==> src/sv/sfr_pkg.sv <==
`timescale 1ns / 1ps
// ----------------------------------------------------------------------------
// sfr_pkg: shared types and constants for sequenced fragment reassembly
// Holds widths, verdict codes, configuration indexes and the records that
// travel between the top level and the header decision logic.
// ----------------------------------------------------------------------------
package sfr_pkg;

  // Reassembly buffer size in bytes
  localparam int unsigned BUFFER_BYTES = 16384;

  // Field widths
  localparam int unsigned SEQ_W     = 31;
  localparam int unsigned FIELD_W   = 16;
  localparam int unsigned FSIZE_W   = 14;
  localparam int unsigned MAXMSG_W  = 16;
  localparam int unsigned VERDICT_W = 3;
  localparam int unsigned OUT_LEN_W = 15;

  // Assembled byte count and the width of sums built on it
  localparam int unsigned LEN_W = $clog2(BUFFER_BYTES + 1);
  localparam int unsigned SUM_W = ((LEN_W > FIELD_W) ? LEN_W : FIELD_W) + 1;

  // Bit of the length field that marks the last fragment in extended mode
  localparam int unsigned LAST_FLAG_BIT = 14;

  // Stream widths (whole bytes)
  localparam int unsigned IN_TDATA_W  = 80;
  localparam int unsigned OUT_TDATA_W = 80;
  localparam int unsigned OUT_PAD_W   = OUT_TDATA_W - SEQ_W - 3 * OUT_LEN_W;

  // Configuration port
  localparam int unsigned CFG_IDX_W  = 2;
  localparam int unsigned CFG_DATA_W = 16;

  localparam logic [CFG_IDX_W-1:0] CFG_EXT_LAST   = 2'd0;
  localparam logic [CFG_IDX_W-1:0] CFG_AUTH_CHECK = 2'd1;
  localparam logic [CFG_IDX_W-1:0] CFG_FRAG_SIZE  = 2'd2;
  localparam logic [CFG_IDX_W-1:0] CFG_MAX_MSG    = 2'd3;

  localparam logic                RST_EXT_LAST   = 1'b0;
  localparam logic                RST_AUTH_CHECK = 1'b1;
  localparam logic [FSIZE_W-1:0]  RST_FRAG_SIZE  = 14'd1300;
  localparam logic [MAXMSG_W-1:0] RST_MAX_MSG    = 16'd16384;

  // Verdict codes
  typedef enum logic [VERDICT_W-1:0] {
    VERDICT_DELIVER = 3'd0,
    VERDICT_STORED  = 3'd1,
    VERDICT_AUTH    = 3'd2,
    VERDICT_STALE   = 3'd3,
    VERDICT_GAP     = 3'd4,
    VERDICT_BADLEN  = 3'd5,
    VERDICT_LARGE   = 3'd6
  } verdict_e;

  // One header item
  typedef struct packed {
    logic [SEQ_W-1:0]          sequence_number;
    logic                      is_fragment;
    logic signed [FIELD_W-1:0] frag_start;
    logic signed [FIELD_W-1:0] frag_length_raw;
    logic [FIELD_W-1:0]        payload_bytes_left;
    logic                      auth_ok;
  } item_t;

  // Configuration registers
  typedef struct packed {
    logic                extended_last_flag;
    logic                auth_check_enabled;
    logic [FSIZE_W-1:0]  full_frag_len;
    logic [MAXMSG_W-1:0] max_message_bytes;
  } cfg_t;

  // Channel state
  typedef struct packed {
    logic [SEQ_W-1:0] last_accepted_sequence;
    logic [SEQ_W-1:0] assembling_sequence;
    logic [LEN_W-1:0] assembled_bytes;
  } state_t;

  // One result item
  typedef struct packed {
    verdict_e             verdict;
    logic [SEQ_W-1:0]     skipped_count;
    logic [OUT_LEN_W-1:0] copy_offset;
    logic [OUT_LEN_W-1:0] copy_length;
    logic [OUT_LEN_W-1:0] message_length;
  } result_t;

endpackage

==> src/sv/sfr_check.sv <==
`timescale 1ns / 1ps
// ----------------------------------------------------------------------------
// sfr_check: header decision logic
// Judges one header against the channel state and configuration, and gives
// the result item together with the state that follows it.
// ----------------------------------------------------------------------------
module sfr_check (
  input  sfr_pkg::item_t   item_i,
  input  sfr_pkg::cfg_t    cfg_i,
  input  sfr_pkg::state_t  state_i,
  output sfr_pkg::result_t result_o,
  output sfr_pkg::state_t  state_o
);

  logic                         auth_fail;
  logic                         stale;
  logic [sfr_pkg::SEQ_W-1:0]    skipped;
  logic [sfr_pkg::FIELD_W-1:0]  len;
  logic                         is_last;
  logic                         new_asm;
  logic [sfr_pkg::LEN_W-1:0]    base;
  logic [sfr_pkg::SUM_W-1:0]    base_ext;
  logic [sfr_pkg::SUM_W-1:0]    len_ext;
  logic [sfr_pkg::SUM_W-1:0]    total;
  logic                         gap;
  logic                         bad_len;
  logic                         too_large;

  // Sequence checks
  assign auth_fail = item_i.auth_ok == 1'b0 && cfg_i.auth_check_enabled;
  assign stale     = item_i.sequence_number <= state_i.last_accepted_sequence;
  assign skipped   = item_i.sequence_number - state_i.last_accepted_sequence
                     - sfr_pkg::SEQ_W'(1);

  // Extract the length and the last-fragment mark
  always_comb begin
    len = item_i.frag_length_raw;
    if (cfg_i.extended_last_flag) begin
      len[sfr_pkg::LAST_FLAG_BIT] = 1'b0;
      is_last = item_i.frag_length_raw[sfr_pkg::LAST_FLAG_BIT];
    end else begin
      is_last = len != sfr_pkg::FIELD_W'(cfg_i.full_frag_len);
    end
  end

  // Restart assembly on a new fragment sequence
  assign new_asm  = item_i.sequence_number != state_i.assembling_sequence;
  assign base     = new_asm ? '0 : state_i.assembled_bytes;
  assign base_ext = sfr_pkg::SUM_W'(base);
  assign len_ext  = sfr_pkg::SUM_W'(len[sfr_pkg::FIELD_W-2:0]);
  assign total    = base_ext + len_ext;

  // Offset, length and size checks
  assign gap = item_i.frag_start[sfr_pkg::FIELD_W-1]
               || sfr_pkg::SUM_W'(item_i.frag_start[sfr_pkg::FIELD_W-2:0]) != base_ext;
  assign bad_len = len[sfr_pkg::FIELD_W-1]
                   || len > item_i.payload_bytes_left
                   || total > sfr_pkg::SUM_W'(sfr_pkg::BUFFER_BYTES);
  assign too_large = total > sfr_pkg::SUM_W'(cfg_i.max_message_bytes);

  // Decide the verdict and the next state
  always_comb begin
    result_o.verdict        = sfr_pkg::VERDICT_AUTH;
    result_o.skipped_count  = '0;
    result_o.copy_offset    = '0;
    result_o.copy_length    = '0;
    result_o.message_length = '0;
    state_o                 = state_i;
    priority if (auth_fail) begin
      result_o.verdict = sfr_pkg::VERDICT_AUTH;
    end else if (stale) begin
      result_o.verdict = sfr_pkg::VERDICT_STALE;
    end else if (!item_i.is_fragment) begin
      result_o.verdict               = sfr_pkg::VERDICT_DELIVER;
      result_o.skipped_count         = skipped;
      state_o.last_accepted_sequence = item_i.sequence_number;
    end else begin
      result_o.skipped_count      = skipped;
      state_o.assembling_sequence = item_i.sequence_number;
      state_o.assembled_bytes     = base;
      priority if (gap) begin
        result_o.verdict = sfr_pkg::VERDICT_GAP;
      end else if (bad_len) begin
        result_o.verdict = sfr_pkg::VERDICT_BADLEN;
      end else begin
        result_o.copy_offset    = sfr_pkg::OUT_LEN_W'(base);
        result_o.copy_length    = sfr_pkg::OUT_LEN_W'(len_ext);
        state_o.assembled_bytes = sfr_pkg::LEN_W'(total);
        priority if (!is_last) begin
          result_o.verdict = sfr_pkg::VERDICT_STORED;
        end else if (too_large) begin
          result_o.verdict = sfr_pkg::VERDICT_LARGE;
        end else begin
          result_o.verdict               = sfr_pkg::VERDICT_DELIVER;
          result_o.message_length        = sfr_pkg::OUT_LEN_W'(total);
          state_o.assembled_bytes        = '0;
          state_o.last_accepted_sequence = item_i.sequence_number;
        end
      end
    end
  end

endmodule

==> src/sv/sequenced_fragment_reassembly.sv <==
`timescale 1ns / 1ps
// ----------------------------------------------------------------------------
// sequenced_fragment_reassembly: datagram sequence and fragment check
// Receive-side header check: rejects failed authentication and stale
// sequences, counts skipped sequences and tracks in-order fragment assembly.
//
// Channel  Direction  Transfer when           Carries
// s_axis   in         tvalid & tready         one datagram header
// m_axis   out        tvalid & tready         one verdict per header
// cfg      in         cfg_valid & cfg_ready   register index and value
//
// One header per cycle sustained while m_axis takes results; a header passes
// through the input register, then the result register, before it transfers.
// The decision and the state update happen together as a header moves from
// the input register to the result register, so back-to-back headers see
// each other's state. Reset clears the channel state and loads the register
// defaults. A stall on m_axis holds the result register; the input register
// still takes one header, then s_axis_tready drops until the result leaves.
// ----------------------------------------------------------------------------
module sequenced_fragment_reassembly (
  input  logic                               clk_i,
  input  logic                               rst_ni,
  // sequence_number, frag_start, frag_length_raw, payload_bytes_left, auth_ok
  input  logic [sfr_pkg::IN_TDATA_W-1:0]     s_axis_tdata,
  // is_fragment
  input  logic                               s_axis_tuser,
  input  logic                               s_axis_tvalid,
  output logic                               s_axis_tready,
  // skipped_count, copy_offset, copy_length, message_length, zero pad
  output logic [sfr_pkg::OUT_TDATA_W-1:0]    m_axis_tdata,
  // verdict
  output logic [sfr_pkg::VERDICT_W-1:0]      m_axis_tuser,
  output logic                               m_axis_tvalid,
  input  logic                               m_axis_tready,
  input  logic                               cfg_valid_i,
  output logic                               cfg_ready_o,
  input  logic [sfr_pkg::CFG_IDX_W-1:0]      cfg_addr_i,
  input  logic [sfr_pkg::CFG_DATA_W-1:0]     cfg_data_i
);

  sfr_pkg::item_t   in_d;
  sfr_pkg::item_t   in_q;
  logic             in_valid_q;
  sfr_pkg::result_t out_q;
  logic             out_valid_q;
  sfr_pkg::state_t  state_q;
  sfr_pkg::state_t  state_d;
  sfr_pkg::cfg_t    cfg_q;
  sfr_pkg::result_t result;
  logic             advance;
  logic             in_take;

  // Handshakes
  assign advance       = in_valid_q && (!out_valid_q || m_axis_tready);
  assign s_axis_tready = !in_valid_q || advance;
  assign in_take       = s_axis_tvalid && s_axis_tready;
  assign cfg_ready_o   = 1'b1;

  // Unpack the header
  always_comb begin
    in_d.sequence_number    = s_axis_tdata[30:0];
    in_d.frag_start         = s_axis_tdata[46:31];
    in_d.frag_length_raw    = s_axis_tdata[62:47];
    in_d.payload_bytes_left = s_axis_tdata[78:63];
    in_d.auth_ok            = s_axis_tdata[79];
    in_d.is_fragment        = s_axis_tuser;
  end

  // Hold the accepted header
  always_ff @(posedge clk_i or negedge rst_ni) begin
    if (!rst_ni) begin
      in_valid_q <= 1'b0;
    end else if (in_take) begin
      in_valid_q <= 1'b1;
    end else if (advance) begin
      in_valid_q <= 1'b0;
    end
  end

  always_ff @(posedge clk_i) begin
    if (in_take) begin
      in_q <= in_d;
    end
  end

  // Decide the header
  sfr_check u_check (
    .item_i   (in_q),
    .cfg_i    (cfg_q),
    .state_i  (state_q),
    .result_o (result),
    .state_o  (state_d)
  );

  // Advance the channel state with each decided header
  always_ff @(posedge clk_i or negedge rst_ni) begin
    if (!rst_ni) begin
      state_q <= '0;
    end else if (advance) begin
      state_q <= state_d;
    end
  end

  // Result register
  always_ff @(posedge clk_i or negedge rst_ni) begin
    if (!rst_ni) begin
      out_valid_q <= 1'b0;
    end else if (advance) begin
      out_valid_q <= 1'b1;
    end else if (m_axis_tready) begin
      out_valid_q <= 1'b0;
    end
  end

  always_ff @(posedge clk_i) begin
    if (advance) begin
      out_q <= result;
    end
  end

  // Drive the result stream
  assign m_axis_tvalid = out_valid_q;
  assign m_axis_tuser  = out_q.verdict;
  assign m_axis_tdata  = {{sfr_pkg::OUT_PAD_W{1'b0}}, out_q.message_length,
                          out_q.copy_length, out_q.copy_offset, out_q.skipped_count};

  // Configuration writes
  always_ff @(posedge clk_i or negedge rst_ni) begin
    if (!rst_ni) begin
      cfg_q.extended_last_flag <= sfr_pkg::RST_EXT_LAST;
      cfg_q.auth_check_enabled <= sfr_pkg::RST_AUTH_CHECK;
      cfg_q.full_frag_len      <= sfr_pkg::RST_FRAG_SIZE;
      cfg_q.max_message_bytes  <= sfr_pkg::RST_MAX_MSG;
    end else if (cfg_valid_i && cfg_ready_o) begin
      unique case (cfg_addr_i)
        sfr_pkg::CFG_EXT_LAST: begin
          cfg_q.extended_last_flag <= cfg_data_i[0];
        end
        sfr_pkg::CFG_AUTH_CHECK: begin
          cfg_q.auth_check_enabled <= cfg_data_i[0];
        end
        sfr_pkg::CFG_FRAG_SIZE: begin
          cfg_q.full_frag_len <= cfg_data_i[sfr_pkg::FSIZE_W-1:0];
        end
        sfr_pkg::CFG_MAX_MSG: begin
          cfg_q.max_message_bytes <= cfg_data_i[sfr_pkg::MAXMSG_W-1:0];
        end
      endcase
    end
  end

endmodule
==> config.mk <==
export PLATFORM = sky130hd
export DESIGN_NAME = sequenced_fragment_reassembly
export DESIGN_NICKNAME = d
export VERILOG_FILES = /design/src/sv/sfr_pkg.sv /design/src/sv/sfr_check.sv /design/src/sv/sequenced_fragment_reassembly.sv
export SDC_FILE = /design/constraint.sdc
export NUM_CORES = 1
export LEC_CHECK = 0
export CORE_MARGIN = 3
export CORE_UTILIZATION = 55
export CTS_CLUSTER_DIAMETER = 100
export DETAILED_ROUTE_END_ITERATION = 10
export DONT_BUFFER_PORTS = 1
export PLACE_DENSITY = 0.79
export SLEW_MARGIN = 0
export SYNTH_ARGS = -nofsm -noshare
export SYNTH_HDL_FRONTEND = slang
export SYNTH_SLANG_ARGS = --single-unit
==> constraint.sdc <==
create_clock -name clk_i -period 18.4 [get_ports clk_i]
set_input_delay 1.84 -clock clk_i [delete_from_list [all_inputs] [get_ports clk_i]]
set_output_delay 1.84 -clock clk_i [all_outputs]
set_load 0.01 [all_outputs]
; After elaboration in Yosys (flattened, before gate mapping)
; Cells that the tools add are included.
[op_classes]
n_lt_le_gt_ge = 4
n_shift = 0
eq_ne = 10
mul = 0
n_reduce_logical = 23
bitwise_logic = 5
div_mod_pow = 0
mux = 22
add_sub_neg = 3
[ops]
columns = operator, count
row1 = $mux W31, 5
row2 = $mux W15, 5
row3 = $mux W33, 1
row4 = $le A31 B31 Y1, 1
row5 = $ne A31 B31 Y1, 1
row6 = $sub A31 B1 Y31 const B, 1
row7 = $sub A31 B31 Y31, 1
row8 = $gt A17 B15 Y1 const B, 1
row9 = $gt A17 B16 Y1, 1
row10 = $add A15 B15 Y16, 1
row11 = $gt A16 B16 Y1, 1
row12 = $ne A16 B14 Y1, 1
row13 = $ne A15 B15 Y1, 1
row14 = $mux W3, 4
row15 = $reduce_and A2 Y1, 4
row16 = $mux W1, 7
row17 = $reduce_and A7 Y1, 1
row18 = $reduce_or A7 Y1, 1
row19 = $ne A2 B2 Y1 const B, 3
row20 = $logic_or A1 B1 Y1, 5
row21 = $not A1 Y1, 5
row22 = $reduce_or A5 Y1, 1
row23 = $eq A2 B2 Y1 const B, 2
row24 = $reduce_and A4 Y1, 1
row25 = other kinds (8), 12
[totals]
in_bits = 104
mem_bits_rw = 0
n_memories = 0
latchBits = 0
regBits = 271
rom_bits = 0
out_inout_bits = 86
word_cells = 89

; Depth between registers and ports, before layout
[logic_depth]
ltp_word = 10
depth_mapped = 27
mapped_depth_nobuf = 25

; Cells and area by module
; From an unflattened synthesis, not the netlist that was laid out.
[hier_totals]
cells_unflattened = 1465
area_unflattened_um2 = 15906.5
[by_module_without_submodules]
columns = module, area_each_um2, cells_per_inst, n_inst, seq_area_each_um2
row1 = sequenced_fragment_reassembly, 9122.5, 408, 1, 7589.8
row2 = sfr_check, 6784.0, 1057, 1, 0.0

; Least setup slack after synthesis
; No wires, ideal clock.
[synth_timing]
kind = reg2reg
start = reg in_q[51] in the netlist's numbering
end = reg state_q[47] in the netlist's numbering
slack_ns = 12.537
stages_incl_launch_ff = 25
required_ns = 18.275
synth_period_minus_slack_ns = 5.863
path_buffers = 3
setup_time_ns = 0.125
arrival_ns = 5.738
cell_sequence = edfxtp_1 xnor2_1 nand4_1 nor4_1 buf_2 clkbuf_1 and3_1 ha_1 a2111oi_0 a21oi_1 a31oi_1 o221ai_1 a21oi_1 xor2_1 inv_1 ha_1 nand3_1 nor2_1 nand4_1 o21ai_0 and2_2 o211ai_2 a211oi_4 buf_8 mux2_4
[synth_between]
elab_chain_cells = 7
elab_cells_between_ends = 19
cone_classes = add/sub: 1 / order compare: 3 / eq/ne: 5 / mux: 6 / bitwise: 1 / reduce/logical: 3
[synth_rtl]
columns = element, line_no
row1 = from (decl), sequenced_fragment_reassembly.sv:42  ; sfr_pkg::item_t in_q;
row2 = from (signal assigned), sequenced_fragment_reassembly.sv:82  ; in_q <= in_d;
row3 = $ne A31 B31 Y1 *, sfr_check.sv:47  ; assign new_asm = item_i.sequence_number != state_i.assembling_sequence;
row4 = $mux W15 *, sfr_check.sv:48  ; assign base = new_asm ? '0 : state_i.assembled_bytes;
row5 = via u_check.base (one bit), sfr_check.sv:21  ; logic [sfr_pkg::LEN_W-1:0] base;
row6 = $add A15 B15 Y16 *, sfr_check.sv:51  ; assign total = base_ext + len_ext;
row7 = via u_check.total (one bit), sfr_check.sv:24  ; logic [sfr_pkg::SUM_W-1:0] total;
row8 = $gt A17 B15 Y1, sfr_check.sv:58  ; || total > sfr_pkg::SUM_W'(sfr_pkg::BUFFER_BYTES);
row9 = $logic_or A1 B1 Y1, sfr_check.sv:58
row10 = $ne A2 B2 Y1 (no line), -
row11 = $reduce_and A7 Y1 (no line) *, -
row12 = to (signal assigned), sequenced_fragment_reassembly.sv:100  ; state_q <= state_d;
row13 = to (decl), sequenced_fragment_reassembly.sv:46  ; sfr_pkg::state_t state_q;
; Mark *: on every way through the listed nets, which the timed path passes. The rest lies on a longest branch. The select of a mux whose other input is x is not followed.
; A chain may end at the register's enable or synchronous reset.

; Worst setup path in the final report
[layout_timing]
start = reg in_q[71] in the netlist's numbering
end = reg state_q[76] in the netlist's numbering
[layout_between]
elab_chain_cells = 7
elab_cells_between_ends = 14
cone_classes = add/sub: 1 / order compare: 3 / eq/ne: 5 / mux: 1 / bitwise: 1 / reduce/logical: 3
[layout_rtl]
columns = element, line_no
row1 = $ne A31 B31 Y1 *, sfr_check.sv:47
row2 = $mux W15 *, sfr_check.sv:48
row3 = $add A15 B15 Y16 *, sfr_check.sv:51
row4 = via u_check.total (one bit), sfr_check.sv:24
row5 = $gt A17 B15 Y1, sfr_check.sv:58
row6 = $logic_or A1 B1 Y1, sfr_check.sv:58
row7 = $ne A2 B2 Y1 (no line), -
row8 = $reduce_and A7 Y1 (no line) *, -
; Mark *: on every way through the listed nets, which the timed path passes. The rest lies on a longest branch.

==> results.yml <==
placed_design:
  placed_area_sq_um: 14100
  dp.cells: 1397
  place_hpwl_um: 23200
  place.gp.congestion: 0.949
  io_buffers: 0
sta:
  slew_violations: 0
  worst_pin_slew_ns: 1.23
  finClkSkew_ns: 0.00981
  slew_headroom_pct: 17.7
  setup_tns_ns: 0
  hold_viol: 0
  fmax_mhz: 139
  setup_viol: 0
  min_period_over_period_pct: 39.0
  grt_setup_unrepaired: "no"
  fin_crit_ns: 7.17
routing:
  first_pass_iters: 5
  routed_wl_um: 32400
  drt_iter0_markers: 653
  wl_per_cell_um: 22.3
  route.detailed.drc: 0
  vias: 8686
  postRouteAntennaNets: 0
  via_per_inst: 5.97
final_layout:
  stdcell_area_sq_um: 15100
  stdcell_count: 1456
  seqCellArea_sq_um: 7590
  multi_input_area_sq_um: 5660
  synthToLayoutAreaGrowth_pct: 9.61
  layout-drive-gt1-share_pct: 16.3
  num-nets-final: 1289
  fillers: 1860
clock_network:
  htree_levels: 1
  cts_setup_buffers: 0
  numCtsBuffers: 29
  cts.hold.buffers_added: 0
  clk_pin_slew_worst_paths_ns: 0.06
  cts.repair.resized: 0
  cts_tree: "done"
  clk_latency_ns: 0.54
  cts_sinks: 271
  root_buffer: "clkbuf_16"
  cts_buffer_depth: 3
power_and_ir_drop:
  p_leak_nw: 6.39
  power_mw: 2.11
  vdd_ir_drop_max_mv: 0.0864
  p_per_area_nw_per_um2: 140
floorplan:
  die_h_um: 164
  ios: 190
  coreArea_sq_um: 24500
  die_w_um: 164
  num_rows: 57
  start_util_pct: 56.3
  dieArea_sq_um: 27000
yosys:
  synth_cell_type_count: 81
  yosys.area_share.xor_xnor_pct: 5.02
  synth.avg_cell_area_sq_um: 12.6
  synthAdderAreaFrac_pct: 7.46
  netlist_area_sq_um: 13800
  synth_compound_area_share_pct: 10.2
  yosys_warnings: 0
  synth_top_family_by_area: "compound AO/OA/AOI/OAI gates"
  synthArstFlopShare_pct: 41.0
  ys_ff_latch: 271
  seq_area_frac_synth_pct: 55.1
  yosys.area_share.simple_pct: 9.60
  synth_flop_cell: "edfxtp_1"
  muxShareOfSynthArea_pct: 8.54
  synth_cells: 1095
  synth-edff-count: 160
worst_setup_path:
  worstPathRequired_ns: 18.82
  crit-reg2reg-capture: "state_q[76]$_DFFE_PN0P_"
  arrival_ns: 7.60
  regToRegStartpoint: "in_q[71]$_DFFE_PP_"
  cp-start-kind: "register"
  r2r_setup_slack_ns: 11.23
  r2r_cells: 25
  end_kind: "register"
  crit_type: "reg -> reg"
  crit_fanout: 31
grt:
  antenna_found_initial: 9
  grt_pass1_wl_um: 50200
  grt_max_degree: 112
  grt_overflow: 0
  grt_use_total_pct: 24.1
  grt_pass1_vias: 8805
min_path:
  min_to: "m_axis_tvalid$_DFFE_PN0P_"
  hold_depth: 1
  holdCritPathClass: "reg -> reg"
  hp-start: "in_valid_q$_DFFE_PN0P_"
job:
  max_cap_viol_count: 0
status:
  status: "completed"
## kinds of logic (layout without fill, tap and decap cells)
group / Yosys count / after routing
flops: 271 / 271
xor+xnor: 79 / 79
simple gates: 236 / 236
other cells: 2 / 11
mux: 95 / 95
compound gates: 199 / 199
fa+ha+maj: 81 / 81
buf+inv: 132 / 160
## sequential cells by signal, summed over array words and instances (netlist names)
signal / count
cfg_q: 32
in_q: 81
in_valid_q: 1
m_axis_tdata: 76
m_axis_tuser: 3
m_axis_tvalid: 1
state_q: 77
## critical path, stage by stage, from the launching register on
cell and delay (ns):
edfxtp_1 0.52, xnor2_1 0.19, nand4_1 0.20, nor4_2 0.31, buf_4 0.28, and2_1 0.45
nand2_1 0.21, fa_1 0.50, nor2b_4 0.16, o211ai_1 0.11, a21oi_1 0.24, a31oi_1 0.20
o221ai_1 0.21, a21oi_1 0.11, xor2_1 0.54, inv_1 0.13, ha_1 0.33, nand3_1 0.10
nor2_1 0.17, nand4_1 0.10, o21ai_0 0.22, and2_2 0.36, o211ai_2 0.18, a211oi_4 0.27
buf_4 0.54, mux2_2 0.40
## cell usage after synthesis (4+ instances only)
library cell  instances  share of area, %
or2_2                 4              0.18
nor2b_1               9              0.41
xor2_1               26               1.7
and3_1               38               1.7
nand2b_1              6              0.27
a22o_1               16               1.0
o211ai_1              6              0.33
nand4_1              20              0.91
and2_1               24               1.1
dfstp_2               6               1.1
nand2_1              21              0.57
a21oi_1              49               1.8
buf_4                 6              0.33
o21a_1               11              0.60
a31oi_1              14              0.64
ha_1                 79               7.2
mux2_2               64               5.2
mux2_4               29               3.2
o21ai_0              26              0.94
xnor2_1              53               3.4
clkbuf_1             19              0.52
a21o_1               21               1.1
nor4_1                9              0.41
dfrtp_1             105                19
o31ai_1               4              0.22
a211oi_1              7              0.38
nand3_1              16              0.58
o21bai_1              5              0.27
nor3_1               15              0.54
inv_1               100               2.7
edfxtp_1            160                35
nor2_1               53               1.4
## report_power, final
group          switching, mW  internal [mW]
Clock                  0.237          0.373
Sequential            0.0946          0.795
Combinational          0.324          0.283
Total                  0.656           1.45
## per-stage QoR
stage | util [%] | hold slack, ns | worst slack (ns)
after floorplan | - | 0.449 | 12.54
after global placement | 57.6 | 0.467 | 11.60
after detailed placement | 57.6 | 0.479 | 11.46
after CTS | 61.7 | 0.493 | 11.41
after global routing | 61.7 | 0.515 | 10.73
final | 61.7 | 0.486 | 11.23
## how the worst max path moves through the flow
stage                     slack, ns                from                      end  cells after the start
final                         11.23  in_q[71]$_DFFE_PP_  state_q[76]$_DFFE_PN0P_                     25
after floorplan               12.54  in_q[51]$_DFFE_PP_  state_q[47]$_DFFE_PN0P_                     24
after CTS                     11.41  in_q[68]$_DFFE_PP_  state_q[76]$_DFFE_PN0P_                     25
after global placement        11.60  in_q[68]$_DFFE_PP_  state_q[76]$_DFFE_PN0P_                     25
after global routing          10.73  in_q[68]$_DFFE_PP_  state_q[76]$_DFFE_PN0P_                     25
after detailed placement      11.46  in_q[68]$_DFFE_PP_  state_q[76]$_DFFE_PN0P_                     25
## area by class of cell
cell class	instances	area share [%]
inverter	100	2.49
sequential	271	50.3
tap	324	2.68
timing repair buffer	7	0.348
clock inverter	17	1.48
multi-input combinational	695	37.5
antenna	6	0.0994
clock buffer	36	5.19
## placed cells by master, fill, tap and decap left out, drive strengths merged, types with 5 or more instances in the layout
master	count
a21o	23
mux2	93
nand3	16
ha	79
buf	7
a22o	17
diode	6
clkinv	8
nand2b	6
nor2b	10
o21a	11
o21ai	27
nor3	15
dfstp	6
conb	5
a31oi	14
bufinv	5
o211ai	7
edfxtp	160
o21bai	5
nand4	20
and2	26
nand2	21
xor2	26
nor4	10
and3	40
inv	103
a21oi	49
nor2	53
clkbuf	36
dfrtp	105
a211oi	9
xnor2	53
## layer usage
metal / global-route usage [%] / wire length [um] / vias up
met5: 0 / 73 / -
met4: 7.11 / 941 / 8
met3: 6.33 / 2550 / 70
met2: 38.2 / 14900 / 316
met1: 32.9 / 14000 / 4275
li1: - / - / 4017
Note: power is estimated with default switching activity, not from simulation.
